<file path="config.mk">
export PLATFORM = sky130hd
export DESIGN_NAME = dma_prd_table_builder
export DESIGN_NICKNAME = d
export VERILOG_FILES = /design/src/rtl/core/dptb_pkg.sv /design/src/rtl/core/dma_prd_table_builder.sv /design/src/rtl/core/dptb_calc.sv /design/src/rtl/core/dptb_emit.sv
export SDC_FILE = /design/constraint.sdc
export NUM_CORES = 1
export LEC_CHECK = 0
export BUFFER_PORTS_ARGS = -buffer_cell sky130_fd_sc_hd__buf_2
export CAP_MARGIN = 0
export CELL_PAD_IN_SITES_DETAIL_PLACEMENT = 0
export CELL_PAD_IN_SITES_GLOBAL_PLACEMENT = 1
export CORE_UTILIZATION = 44
export DETAILED_ROUTE_END_ITERATION = 7
export GPL_ROUTABILITY_DRIVEN = 0
export PLACE_DENSITY = 0.85
export SLEW_MARGIN = 20
export SYNTH_ARGS = -nofsm -noshare
export SYNTH_HDL_FRONTEND = slang
export SYNTH_SLANG_ARGS = --single-unit
</file>
<file path="constraint.sdc">
create_clock -name clock -period 18.37 [get_ports clock]
set_input_delay 0.9185 -clock clock [delete_from_list [all_inputs] [get_ports clock]]
set_output_delay 0.9185 -clock clock [all_outputs]
set_load 0.1 [all_outputs]
</file>
<file path="src/rtl/core/dptb_pkg.sv">
package dptb_pkg;

   localparam int TABLE_DEPTH = 512;
   localparam int SLOT_W      = 10;
   localparam int INDEX_W     = 9;
   localparam int ADDR_W      = 32;
   localparam int COUNT_W     = 16;
   localparam int LEN_W       = 32;
   localparam int MAX_RES     = 5;
   localparam int RES_CNT_W   = 3;
   localparam int CSR_IDX_W   = 1;
   localparam int CSR_DATA_W  = 32;
   localparam int REQ_DATA_W  = 80;
   localparam int RSP_DATA_W  = 64;

   localparam logic [SLOT_W-1:0] ENTRIES_RESET = SLOT_W'(512);

   localparam logic [CSR_IDX_W-1:0] CSR_TABLE_ENTRIES = 1'b0;
   localparam logic [CSR_IDX_W-1:0] CSR_BB_ADDR       = 1'b1;

   typedef enum logic {
      KIND_DESC   = 1'b0,
      KIND_STATUS = 1'b1
   } kind_type;

   typedef enum logic [1:0] {
      ST_OK       = 2'd0,
      ST_FULL     = 2'd1,
      ST_MISMATCH = 2'd2
   } status_type;

   typedef struct packed {
      kind_type             kind;
      logic [INDEX_W-1:0]   idx;
      logic [ADDR_W-1:0]    addr;
      logic [COUNT_W-1:0]   count;
      logic                 mark;
      status_type           status;
   } result_type;

   typedef struct packed {
      result_type [MAX_RES-1:0] item;
      logic [RES_CNT_W-1:0]     count;
   } res_list_type;

   function automatic result_type make_desc(input logic [SLOT_W-1:0]  slot,
                                            input logic [ADDR_W-1:0]  addr,
                                            input logic [COUNT_W-1:0] count,
                                            input logic               mark);
      result_type r;
      r.kind   = KIND_DESC;
      r.idx    = slot[INDEX_W-1:0];
      r.addr   = addr;
      r.count  = count;
      r.mark   = mark;
      r.status = ST_OK;
      return r;
   endfunction

   function automatic result_type make_status(input status_type st);
      result_type r;
      r        = '0;
      r.kind   = KIND_STATUS;
      r.status = st;
      return r;
   endfunction

endpackage

</file>
<file path="src/rtl/core/dma_prd_table_builder.sv">
// channel   direction  tdata (low bit up)                          tuser  tlast
// req_      in         seg_addr, seg_len, request_length            -      seg_last
// rsp_      out        desc_index, desc_addr, desc_count,           kind   run_last
//                      end_mark, status, zero pad to 64
// csr_      in         write enable, index, 32-bit data             -      -
//
// A segment is registered, expanded combinationally into up to five results,
// then the result buffer drains one transaction per cycle. The next segment
// is taken while the last result of the previous one is being handed off;
// segments that give no result pass at one per cycle.
// Reset is synchronous and clears control state and the request state.
// A stall on rsp_ holds the buffer; the input register then holds too, unless its segment gives no result.
module dma_prd_table_builder import dptb_pkg::*; (
   input  logic                  clock,
   input  logic                  reset,
   input  logic                  req_tvalid,
   output logic                  req_tready,
   input  logic [REQ_DATA_W-1:0] req_tdata,   // seg_addr, seg_len, request_length
   input  logic                  req_tlast,
   output logic                  rsp_tvalid,
   input  logic                  rsp_tready,
   output logic [RSP_DATA_W-1:0] rsp_tdata,   // desc_index, desc_addr, desc_count,
                                              // end_mark, status, pad
   output logic [0:0]            rsp_tuser,   // kind
   output logic                  rsp_tlast,
   input  logic                  csr_we,
   input  logic [CSR_IDX_W-1:0]  csr_addr,
   input  logic [CSR_DATA_W-1:0] csr_wdata
);

   logic [SLOT_W-1:0] table_entries_ff;
   logic [ADDR_W-1:0] bb_addr_ff;
   logic              emit_ready;
   logic              emit_load;
   res_list_type      res_list;
   result_type        out_item;

   always_ff @(posedge clock) begin
      if (reset) begin
         table_entries_ff <= ENTRIES_RESET;
         bb_addr_ff       <= '0;
      end else if (csr_we) begin
         case (csr_addr)
            CSR_TABLE_ENTRIES: table_entries_ff <= csr_wdata[SLOT_W-1:0];
            CSR_BB_ADDR:       bb_addr_ff       <= csr_wdata;
            default:           ;
         endcase
      end
   end

   dptb_calc u_calc (
      .clock         (clock),
      .reset         (reset),
      .in_valid      (req_tvalid),
      .in_ready      (req_tready),
      .in_addr       (req_tdata[31:0]),
      .in_len        (req_tdata[47:32]),
      .in_req        (req_tdata[79:48]),
      .in_last       (req_tlast),
      .table_entries (table_entries_ff),
      .bb_addr       (bb_addr_ff),
      .emit_ready    (emit_ready),
      .emit_load     (emit_load),
      .res_list      (res_list)
   );

   dptb_emit u_emit (
      .clock      (clock),
      .reset      (reset),
      .load       (emit_load),
      .res_list   (res_list),
      .load_ready (emit_ready),
      .out_valid  (rsp_tvalid),
      .out_ready  (rsp_tready),
      .out_item   (out_item),
      .out_last   (rsp_tlast)
   );

   assign rsp_tdata = {4'b0, out_item.status, out_item.mark, out_item.count,
                       out_item.addr, out_item.idx};
   assign rsp_tuser = out_item.kind;

endmodule

</file>
<file path="src/rtl/core/dptb_calc.sv">
module dptb_calc import dptb_pkg::*; (
   input  logic                  clock,
   input  logic                  reset,
   input  logic                  in_valid,
   output logic                  in_ready,
   input  logic [ADDR_W-1:0]     in_addr,
   input  logic [COUNT_W-1:0]    in_len,
   input  logic [LEN_W-1:0]      in_req,
   input  logic                  in_last,
   input  logic [SLOT_W-1:0]     table_entries,
   input  logic [ADDR_W-1:0]     bb_addr,
   input  logic                  emit_ready,
   output logic                  emit_load,
   output res_list_type          res_list
);

   logic                  valid_ff;
   logic [ADDR_W-1:0]     addr_ff;
   logic [COUNT_W-1:0]    len_ff;
   logic [LEN_W-1:0]      req_ff;
   logic                  last_ff;

   logic [ADDR_W-1:0]     held_addr_ff,  held_addr_in;
   logic [COUNT_W-1:0]    held_count_ff, held_count_in;
   logic                  held_valid_ff, held_valid_in;
   logic [SLOT_W-1:0]     next_slot_ff,  next_slot_in;
   logic [LEN_W-1:0]      byte_total_ff, byte_total_in;
   logic                  full_ff,       full_in;

   logic                  advance;
   res_list_type          list;

   assign advance   = valid_ff && ((list.count == '0) || emit_ready);
   assign in_ready  = !valid_ff || advance;
   assign emit_load = advance && (list.count != '0);
   assign res_list  = list;

   always_comb begin
      logic [SLOT_W-1:0]  entries;
      logic               take;
      logic               drop;
      logic [ADDR_W-1:0]  end_addr;
      logic               crossing;
      logic [COUNT_W-1:0] part;
      logic               odd;
      status_type         st;
      logic [RES_CNT_W-1:0] n;

      entries = ({22'b0, table_entries} > 32'(TABLE_DEPTH)) ?
                SLOT_W'(TABLE_DEPTH) : table_entries;
      list     = '0;
      n        = '0;
      end_addr = addr_ff + {16'b0, len_ff} - 32'd1;
      crossing = addr_ff[31:16] != end_addr[31:16];
      part     = 16'd0 - addr_ff[15:0];
      odd      = req_ff[0];
      st       = ST_OK;
      drop     = 1'b0;
      take     = 1'b0;

      held_addr_in  = held_addr_ff;
      held_count_in = held_count_ff;
      held_valid_in = held_valid_ff;
      next_slot_in  = next_slot_ff;
      byte_total_in = byte_total_ff;
      full_in       = full_ff;

      if (req_ff == '0) begin
         list.item[0]  = make_status(ST_OK);
         n             = 3'd1;
         held_addr_in  = '0;
         held_count_in = '0;
         held_valid_in = 1'b0;
         next_slot_in  = '0;
         byte_total_in = '0;
         full_in       = 1'b0;
      end else begin
         if (len_ff != '0) begin
            drop = full_ff || (({1'b0, next_slot_ff} + 11'd2) > {1'b0, entries});
            take = !drop;
         end
         if (drop)
            full_in = 1'b1;
         if (take) begin
            if (held_valid_ff) begin
               list.item[n] = make_desc(next_slot_ff - 10'd1, held_addr_ff,
                                        held_count_ff, 1'b0);
               n = n + 3'd1;
            end
            if (crossing) begin
               list.item[n]  = make_desc(next_slot_ff, addr_ff, part, 1'b0);
               n             = n + 3'd1;
               held_addr_in  = addr_ff + {16'b0, part};
               held_count_in = len_ff - part;
               next_slot_in  = next_slot_ff + 10'd2;
            end else begin
               held_addr_in  = addr_ff;
               held_count_in = len_ff;
               next_slot_in  = next_slot_ff + 10'd1;
            end
            held_valid_in = 1'b1;
            byte_total_in = byte_total_ff + {16'b0, len_ff};
         end

         if (last_ff) begin
            if (full_in)
               st = ST_FULL;
            else if (byte_total_in != req_ff)
               st = ST_MISMATCH;
            else if (odd && (next_slot_in >= entries))
               st = ST_FULL;

            if (held_valid_in) begin
               list.item[n] = make_desc(next_slot_in - 10'd1, held_addr_in,
                                        held_count_in, (st == ST_OK) && !odd);
               n = n + 3'd1;
            end
            if ((st == ST_OK) && odd) begin
               list.item[n] = make_desc(next_slot_in, bb_addr, 16'd1, 1'b1);
               n = n + 3'd1;
            end
            list.item[n] = make_status(st);
            n = n + 3'd1;

            held_addr_in  = '0;
            held_count_in = '0;
            held_valid_in = 1'b0;
            next_slot_in  = '0;
            byte_total_in = '0;
            full_in       = 1'b0;
         end
      end
      list.count = n;
   end

   always_ff @(posedge clock) begin
      if (reset) begin
         valid_ff <= 1'b0;
      end else if (in_ready) begin
         valid_ff <= in_valid;
      end
   end

   always_ff @(posedge clock) begin
      if (in_ready && in_valid) begin
         addr_ff <= in_addr;
         len_ff  <= in_len;
         req_ff  <= in_req;
         last_ff <= in_last;
      end
   end

   always_ff @(posedge clock) begin
      if (reset) begin
         held_addr_ff  <= '0;
         held_count_ff <= '0;
         held_valid_ff <= 1'b0;
         next_slot_ff  <= '0;
         byte_total_ff <= '0;
         full_ff       <= 1'b0;
      end else if (advance) begin
         held_addr_ff  <= held_addr_in;
         held_count_ff <= held_count_in;
         held_valid_ff <= held_valid_in;
         next_slot_ff  <= next_slot_in;
         byte_total_ff <= byte_total_in;
         full_ff       <= full_in;
      end
   end

endmodule

</file>
<file path="src/rtl/core/dptb_emit.sv">
module dptb_emit import dptb_pkg::*; (
   input  logic         clock,
   input  logic         reset,
   input  logic         load,
   input  res_list_type res_list,
   output logic         load_ready,
   output logic         out_valid,
   input  logic         out_ready,
   output result_type   out_item,
   output logic         out_last
);

   result_type [MAX_RES-1:0] buf_ff;
   logic [RES_CNT_W-1:0]     cnt_ff;
   logic [RES_CNT_W-1:0]     rd_ff;
   logic                     at_last;

   assign out_valid  = cnt_ff != '0;
   assign at_last    = rd_ff == (cnt_ff - 3'd1);
   assign out_last   = at_last;
   assign out_item   = buf_ff[rd_ff];
   assign load_ready = !out_valid || (at_last && out_ready);

   always_ff @(posedge clock) begin
      if (reset) begin
         cnt_ff <= '0;
         rd_ff  <= '0;
      end else if (load) begin
         cnt_ff <= res_list.count;
         rd_ff  <= '0;
      end else if (out_valid && out_ready) begin
         if (at_last) begin
            cnt_ff <= '0;
            rd_ff  <= '0;
         end else begin
            rd_ff <= rd_ff + 3'd1;
         end
      end
   end

   always_ff @(posedge clock) begin
      if (load)
         buf_ff <= res_list.item;
   end

endmodule

</file>
Word level (Yosys, flattened, before mapping)
Index checks and enable logic that the tools add are counted.
Widths: inputs -> output; s select.
Operators by class
  $add $sub $neg: 17
  multipliers: 0
  div/mod/pow operators: 0
  magnitude comparators: 12
  equal/unequal tests: 3
  shift-type cells: 0
  muxes and demuxes: 82
  bitwise gates (word level): 1
  reductions and logical operators: 32
Operators by type and width (number)
  $mux 305: 10
  $bwmux 305: 4
  $demux 61 s3: 4
  $mux 61: 7
  $mux 32: 9
  $bmux 61 s3: 1
  $add 32x16->32: 3
  $mux 16: 5
  $mux 10: 6
  $mux 60: 1
  $mux 3: 17
  $logic_not 32->1: 1
  $ne 32x32->1: 1
  $sub 32x1->32 const B: 1
  $lt 3x4->1 const B: 5
  $sub 9x1->9 const B: 2
  $ne 16x16->1: 1
  $reduce_bool 16->1: 1
  $sub 1x16->16 const A: 1
  $sub 16x16->16: 1
  $add 3x1->3 const B: 5
  $mux 1: 14
  $ge 3x1->1 const B: 4
  $logic_and 1x1->1: 12
  18 further kinds: 31
Word-level totals
  bits in registers: 527
  bits in latches: 0
  RAM bits: 0
  bits in read-only memories: 0
  output and inout port bits: 68
  logic and storage cells: 192
  memories kept: 0

Logic depth before layout (Yosys ltp)
  depth in word-level cells: 30
  depth in mapped cells: 46
  gate-level depth less buffers: 38

Modules after synthesis
From an unflattened synthesis, not the netlist that was laid out.
Second synthesis, totals
  cells, all modules: 3537
  area total of the unflattened synthesis: 33831.2 um^2
Modules (own cells, without submodules)
  dptb_calc: instances 1, cells each 2738, area an instance 19994.2 um^2, sequential area each 4294.1 um^2
  dptb_emit: instances 1, cells each 614, area an instance 11795.1 um^2, sequential area each 9278.9 um^2
  dma_prd_table_builder: instances 1, cells each 185, area an instance 2042.0 um^2, sequential area each 840.8 um^2

Worst setup path before layout
OpenSTA, ideal clock, no wires.
  kind: register -> register
  from: reg u_calc.addr_ff[7]
  to: reg u_emit.buf_ff[0] (netlist bit) (enable)
  library setup time: 947 ps
  data arrival time: 19371 ps
  slack: -1948 ps
  cell stages (with the launch flop): 39
  cells stage by stage: edfxtp_1 > clkbuf_1 > inv_1 > ha_1 > inv_1 > ha_1 > a21oi_1 > a2bb2oi_1 > o22ai_1 > o21ai_0 > mux2i_1 > or4b_4 > nor4_4 > and3_1 > clkbuf_1 > buf_2 > buf_1 > a21oi_1 > (+3 left out) > nand2_1 > o21ai_0 > a211oi_1 > nor2_1 > o21ai_0 > a21o_1 > o21ai_0 > nor4b_2 > nand4bb_1 > clkbuf_1 > nor2_1 > o21ai_0 > ha_1 > xor2_1 > o31ai_1 > a31oi_1 > and3_1 > nor2_1
Between the ends
  longest elaborated chain between the ends: 25
  elaborated cells on any way between the ends: 34
  classes of those cells: 5 x add/sub; 1 x order compare; 1 x eq/ne; 19 x mux; 8 x reduce/logical
Ends and longest elaborated chain
  start, declared: RTL line dptb_calc.sv:18  | logic [ADDR_W-1:0] addr_ff;
  start signal, assigned: RTL line dptb_calc.sv:146  | addr_ff <= in_addr;
  $add 32x16->32 *: RTL line dptb_calc.sv:53  | end_addr = addr_ff + {16'b0, len_ff} - 32'd1;
  $sub 32x1->32 *: RTL line dptb_calc.sv:53
  $ne 16x16->1 *: RTL line dptb_calc.sv:54  | crossing = addr_ff[31:16] != end_addr[31:16];
  $mux 10: RTL line dptb_calc.sv:90  | if (crossing) begin
  $mux 10: RTL line dptb_calc.sv:84  | if (take) begin
  $mux 10: RTL line dptb_calc.sv:68  | if (req_ff == '0) begin
  $ge 10x10->1: RTL line dptb_calc.sv:110  | else if (odd && (next_slot_in >= entries))
  $logic_and 1x1->1: RTL line dptb_calc.sv:110
  (+10 left out)
  $add 3x1->3: RTL line dptb_calc.sv:123  | n = n + 3'd1;
  $mux 3 *: RTL line dptb_calc.sv:105  | if (last_ff) begin
  $mux 3 *: RTL line dptb_calc.sv:68
  $logic_not 3->1: RTL line dptb_calc.sv:33  | assign advance = valid_ff && ((list.count == '0) || emit_ready);
  $logic_or 1x1->1: RTL line dptb_calc.sv:33
  $logic_and 1x1->1: RTL line dptb_calc.sv:33
  $logic_and 1x1->1 *: RTL line dptb_calc.sv:35  | assign emit_load = advance && (list.count != '0);
  via emit_load: RTL line dma_prd_table_builder.sv:34  | logic emit_load;
  end signal, assigned: RTL line dptb_emit.sv:43  | buf_ff <= res_list.item;
  end, declared: RTL line dptb_emit.sv:13  | result_type [MAX_RES-1:0] buf_ff;
The timed path passes the listed nets; every way through them passes the cells marked *. The select of a mux whose other input is x is not followed.
A chain may end at the register's enable or synchronous reset.

Worst setup path in the final report
  from: reg u_calc.addr_ff[12]
  to: out req_tready
Between the ends
  longest elaborated chain between the ends: 25
  elaborated cells on any way between the ends: 33
  classes of those cells: 5 x add/sub; 1 x order compare; 1 x eq/ne; 19 x mux; 7 x reduce/logical
Ends and longest elaborated chain
  $add 32x16->32 *: RTL line dptb_calc.sv:53
  $sub 32x1->32 *: RTL line dptb_calc.sv:53
  $ne 16x16->1 *: RTL line dptb_calc.sv:54
  $mux 10: RTL line dptb_calc.sv:90
  $mux 10: RTL line dptb_calc.sv:84
  $mux 10: RTL line dptb_calc.sv:68
  $ge 10x10->1: RTL line dptb_calc.sv:110
  $logic_and 1x1->1: RTL line dptb_calc.sv:110
  (+9 left out)
  $mux 3: RTL line dptb_calc.sv:68
  $add 3x1->3: RTL line dptb_calc.sv:123
  $mux 3 *: RTL line dptb_calc.sv:105
  $mux 3 *: RTL line dptb_calc.sv:68
  $logic_not 3->1 *: RTL line dptb_calc.sv:33
  $logic_or 1x1->1 *: RTL line dptb_calc.sv:33
  $logic_and 1x1->1 *: RTL line dptb_calc.sv:33
  $logic_or 1x1->1 *: RTL line dptb_calc.sv:34  | assign in_ready = !valid_ff || advance;
  end, declared: RTL line dma_prd_table_builder.sv:17  | output logic req_tready,
Mark *: on every way between the ends. The rest lies on a longest branch, timed or not. The select of a mux whose other input is x is not followed.

==> results.cfg <==
[power]
power_report.internal_total_uw = 2477
power_switching_share = 0.3746
pwr-share-clk = 0.306
power_frac_comb = 0.323
vdd_drop_max_mv = 0.08314
power_per_cell_area_nw_per_um2 = 105.7
switching_power_uw = 1484
total_leakage_power_uw = 0.01374
seq_power_share = 0.371

[cts]
tritoncts = yes
cts_root_buffer = sky130_fd_sc_hd__clkbuf_16
cts_max_path_buffers = 3
clkSlewWorstSetupHoldPaths_ns = 0.06
cts_setup_buffers = 0
clkLatencyLatePin_ns = 0.65
clock_sink_count = 511
ctsHoldBuffers = 0
htree_num_levels = 2
cts_made_buffers = 57
cts_repair_resize_count = 0

[job]
cap_viol_max_count = 0

[worst_setup_path]
timing.critical_path.slowest_cell_delay_ns = 0.75
crit_type = reg -> out
worstSetupEndpointType = primary output
cp_slowest_cell = sky130_fd_sc_hd__xor2_1
timing.critical_path.arrival_ns = 10.64
required_ns = 17.45
worst-r2r-cell-count = 32
critical_path.startpoint_type = flop
timing.critical_path.fanout_max = 10

[global_route]
grt_start_max_net_pins = 176
grt_pass1_wl_um = 172900
initial_antenna_violation_count = 1
first_global_vias = 28000
grt-ovfl-total = 0
global_route.usage.total = 0.2880

[route]
detail_route.wirelength_um = 114900
drtAntennaViolNets = 0
drt-pass1-iter-count = 7
remaining_drc_errors = 0
drt_iter0_markers = 3625
route.vias.total = 30030
vias_per_cell = 6.203
dr_wl_cell_um = 23.74

[sta]
fin_worst_hold_slack_ns = 0.4434
final_hold_viol_count = 0
period_minus_slack_ns = 11.56
timing.final.max_slew_violations = 0
finalCritPeriodShare = 0.6291
max_slew.worst_pin.slew_ns = 1.285
unrepaired_setup_endpoints_after_global_routing = false
timing.clock.skew_ns = 0.03124
setup-tns-final_ns = 0
slew_headroom = 0.1354
finalSetupViolations = 0
max_freq_mhz = 86.53

[final_layout]
final_util = 0.4934
areaGrowthSynthToFinish_pct = 10.87
layout.cells.most_common = sky130_fd_sc_hd__nand2_1
layout_cell_share_with_drive_strength_beyond_1 = 0.1253
fin_nets = 4025
non_filler_instances = 4841
stdcell_area_um2 = 37470
layout_common_cells = sky130_fd_sc_hd__nand2_1 (446), sky130_fd_sc_hd__edfxtp_1 (370), sky130_fd_sc_hd__a21oi_1 (314), sky130_fd_sc_hd__nor2_1 (291), sky130_fd_sc_hd__o21ai_0 (268)
num-fill-cells = 7088

[yosys]
synthDistinctLibCells = 108
syn-mean-instance-area_um2 = 9.069
synth_warnings = 0
synth_area_um2 = 33800
synth-seq-area-share = 0.4122
async_flop_share = 0
synth.ff_latch_count = 511
ys_top_cells_by_area = sky130_fd_sc_hd__edfxtp_1 (33%), sky130_fd_sc_hd__dfxtp_1 (8.4%), sky130_fd_sc_hd__ha_1 (5.3%)
synth_area_leader_cell = sky130_fd_sc_hd__edfxtp_1
instance_count_of_the_mapped_netlist = 3727
synth_flop_cell = sky130_fd_sc_hd__edfxtp_1
number_of_enable_type_register_cells_in_the_synthesized_netlist = 370
synthDominantCellAreaShare = 0.3287

[min_path]
min_path_type = in -> reg
holdPathStages = 1

[floorplanning]
die_height_um = 279.2
fp.dieArea_um2 = 77930
core_region_area_um2 = 75950
fp-row-count = 101
floorplan.die.width_um = 279.2
num_io_pins = 187
starting_utilization_of_the_core_area = 0.4451

[place]
place.detailed.instances = 4731
numPortBuffers = 182
placed_area_um2 = 35460
dp.final_hpwl_um = 79580

[outcome]
run_status = finished clean
==> worst max-delay path: cells and delay by family, from the launching register on <==
family	cells	cell delay, ns
and+or+nand+nor	11	4.32
AOI/OAI and AO/OA	7	1.33
muxes	2	0.67
xor gates and xnor gates	2	0.92
buffers and inverters	4	0.90
adders and majority gates	4	1.24
DFF	1	0.61
==> layout make-up <==
type                       count  area (um^2)  area share
tap                         1030         1289     0.03439
clock inverter                31        396.6     0.01058
multi-input combinational   2751        18170      0.4848
clock buffer                  76         1599     0.04267
sequential                   511        13940      0.3720
timing repair buffer         231         1294     0.03452
antenna                        3        7.507   0.0002003
inverter                     208        780.7     0.02083
==> worst paths after layout <==
| path | end | slack [ns] | start |
|---|---|---|---|
| max reg2reg | u_emit.buf_ff[164]$_SDFFCE_PP0P_ | 7.20 | u_calc.addr_ff[12]$_DFFE_PP_ |
| min | u_calc.req_ff[20]$_DFFE_PP_ | 0.44 | req_tdata[68] |
| min reg2reg | u_calc.held_addr_ff[16]$_SDFFE_PP0P_ | 0.47 | u_calc.held_addr_ff[16]$_SDFFE_PP0P_ |
| max | req_tready | 6.81 | u_calc.addr_ff[12]$_DFFE_PP_ |
==> registers in the layout (all words and copies together), names as in the netlist <==
| name | flops |
|---|---|
| bb_addr_ff | 32 |
| table_entries_ff | 10 |
| u_calc.addr_ff | 32 |
| u_calc.byte_total_ff | 32 |
| u_calc.full_ff | 1 |
| u_calc.held_addr_ff | 32 |
| u_calc.held_count_ff | 16 |
| u_calc.held_valid_ff | 1 |
| u_calc.last_ff | 1 |
| u_calc.len_ff | 16 |
| u_calc.next_slot_ff | 10 |
| u_calc.req_ff | 32 |
| u_calc.valid_ff | 1 |
| u_emit.buf_ff | 289 |
| u_emit.cnt_ff | 3 |
| u_emit.rd_ff | 3 |
==> Yosys cell counts (all sizes together) (8+ instances only) <==
cell type and number:
o21ai 276, o2111ai 8, dfxtp 141, a2111oi 8, a21boi 11, nand2 448, o31ai 34, nor2 299
a22o 50, o22ai 16, o211ai 38, edfxtp 370, nor3 71, buf 52, or3 49, o21a 23
mux2 17, nand4 35, mux4 61, xor2 44, o221ai 8, nor2b 36, mux2i 33, a211oi 30
and3 31, or4 12, xnor2 106, a21oi 314, a31oi 35, a221o 25, clkbuf 208, ha 144
nand2b 13, a22oi 66, and2 80, nand3 122, nor3b 10, inv 203, or2 11, nor4 44
a21o 24
==> metal layers <==
layer,vias to the layer above,track usage,share of wire
li1,13730,-,-
met1,14370,0.3995,0.42
met2,1667,0.4480,0.44
met3,263,0.05364,0.10
met4,2,0.1027,0.038
met5,-,0,0.00011
==> power by group through the flow <==
stage | Sequential (uW) | Clock, uW | Combinational (uW)
global placement | 1490 | 0 | 1250
detailed placement | 1490 | 0 | 1250
finish | 1470 | 1210 | 1280
CTS | 1470 | 1220 | 1260
global route | 1480 | 1270 | 1360
floorplan | 1470 | 0 | 940
==> logic make-up (layout without fill, tap and decap cells) <==
family	count (synthesis)	in the layout	synth area share
compound gates	1040	1040	0.1963
mux	111	111	0.05608
buf+inv	468	546	0.05449
fa+ha+maj	146	146	0.05449
flops	511	511	0.4122
other cells	1	7	0.0001109
xor+xnor	152	152	0.04020
simple gates	1298	1298	0.1861
==> through the flow <==
step / worst slack, ns / total power [uW]
3_3_place_gp: 7.643 / 2732
5_1_grt: 6.305 / 4110
4_1_cts: 7.010 / 3948
3_5_place_dp: 7.503 / 2741
2_1_floorplan: 2.939 / 2411
6_report: 6.813 / 3960
No activity file was read; power rests on OpenSTA's default activity.
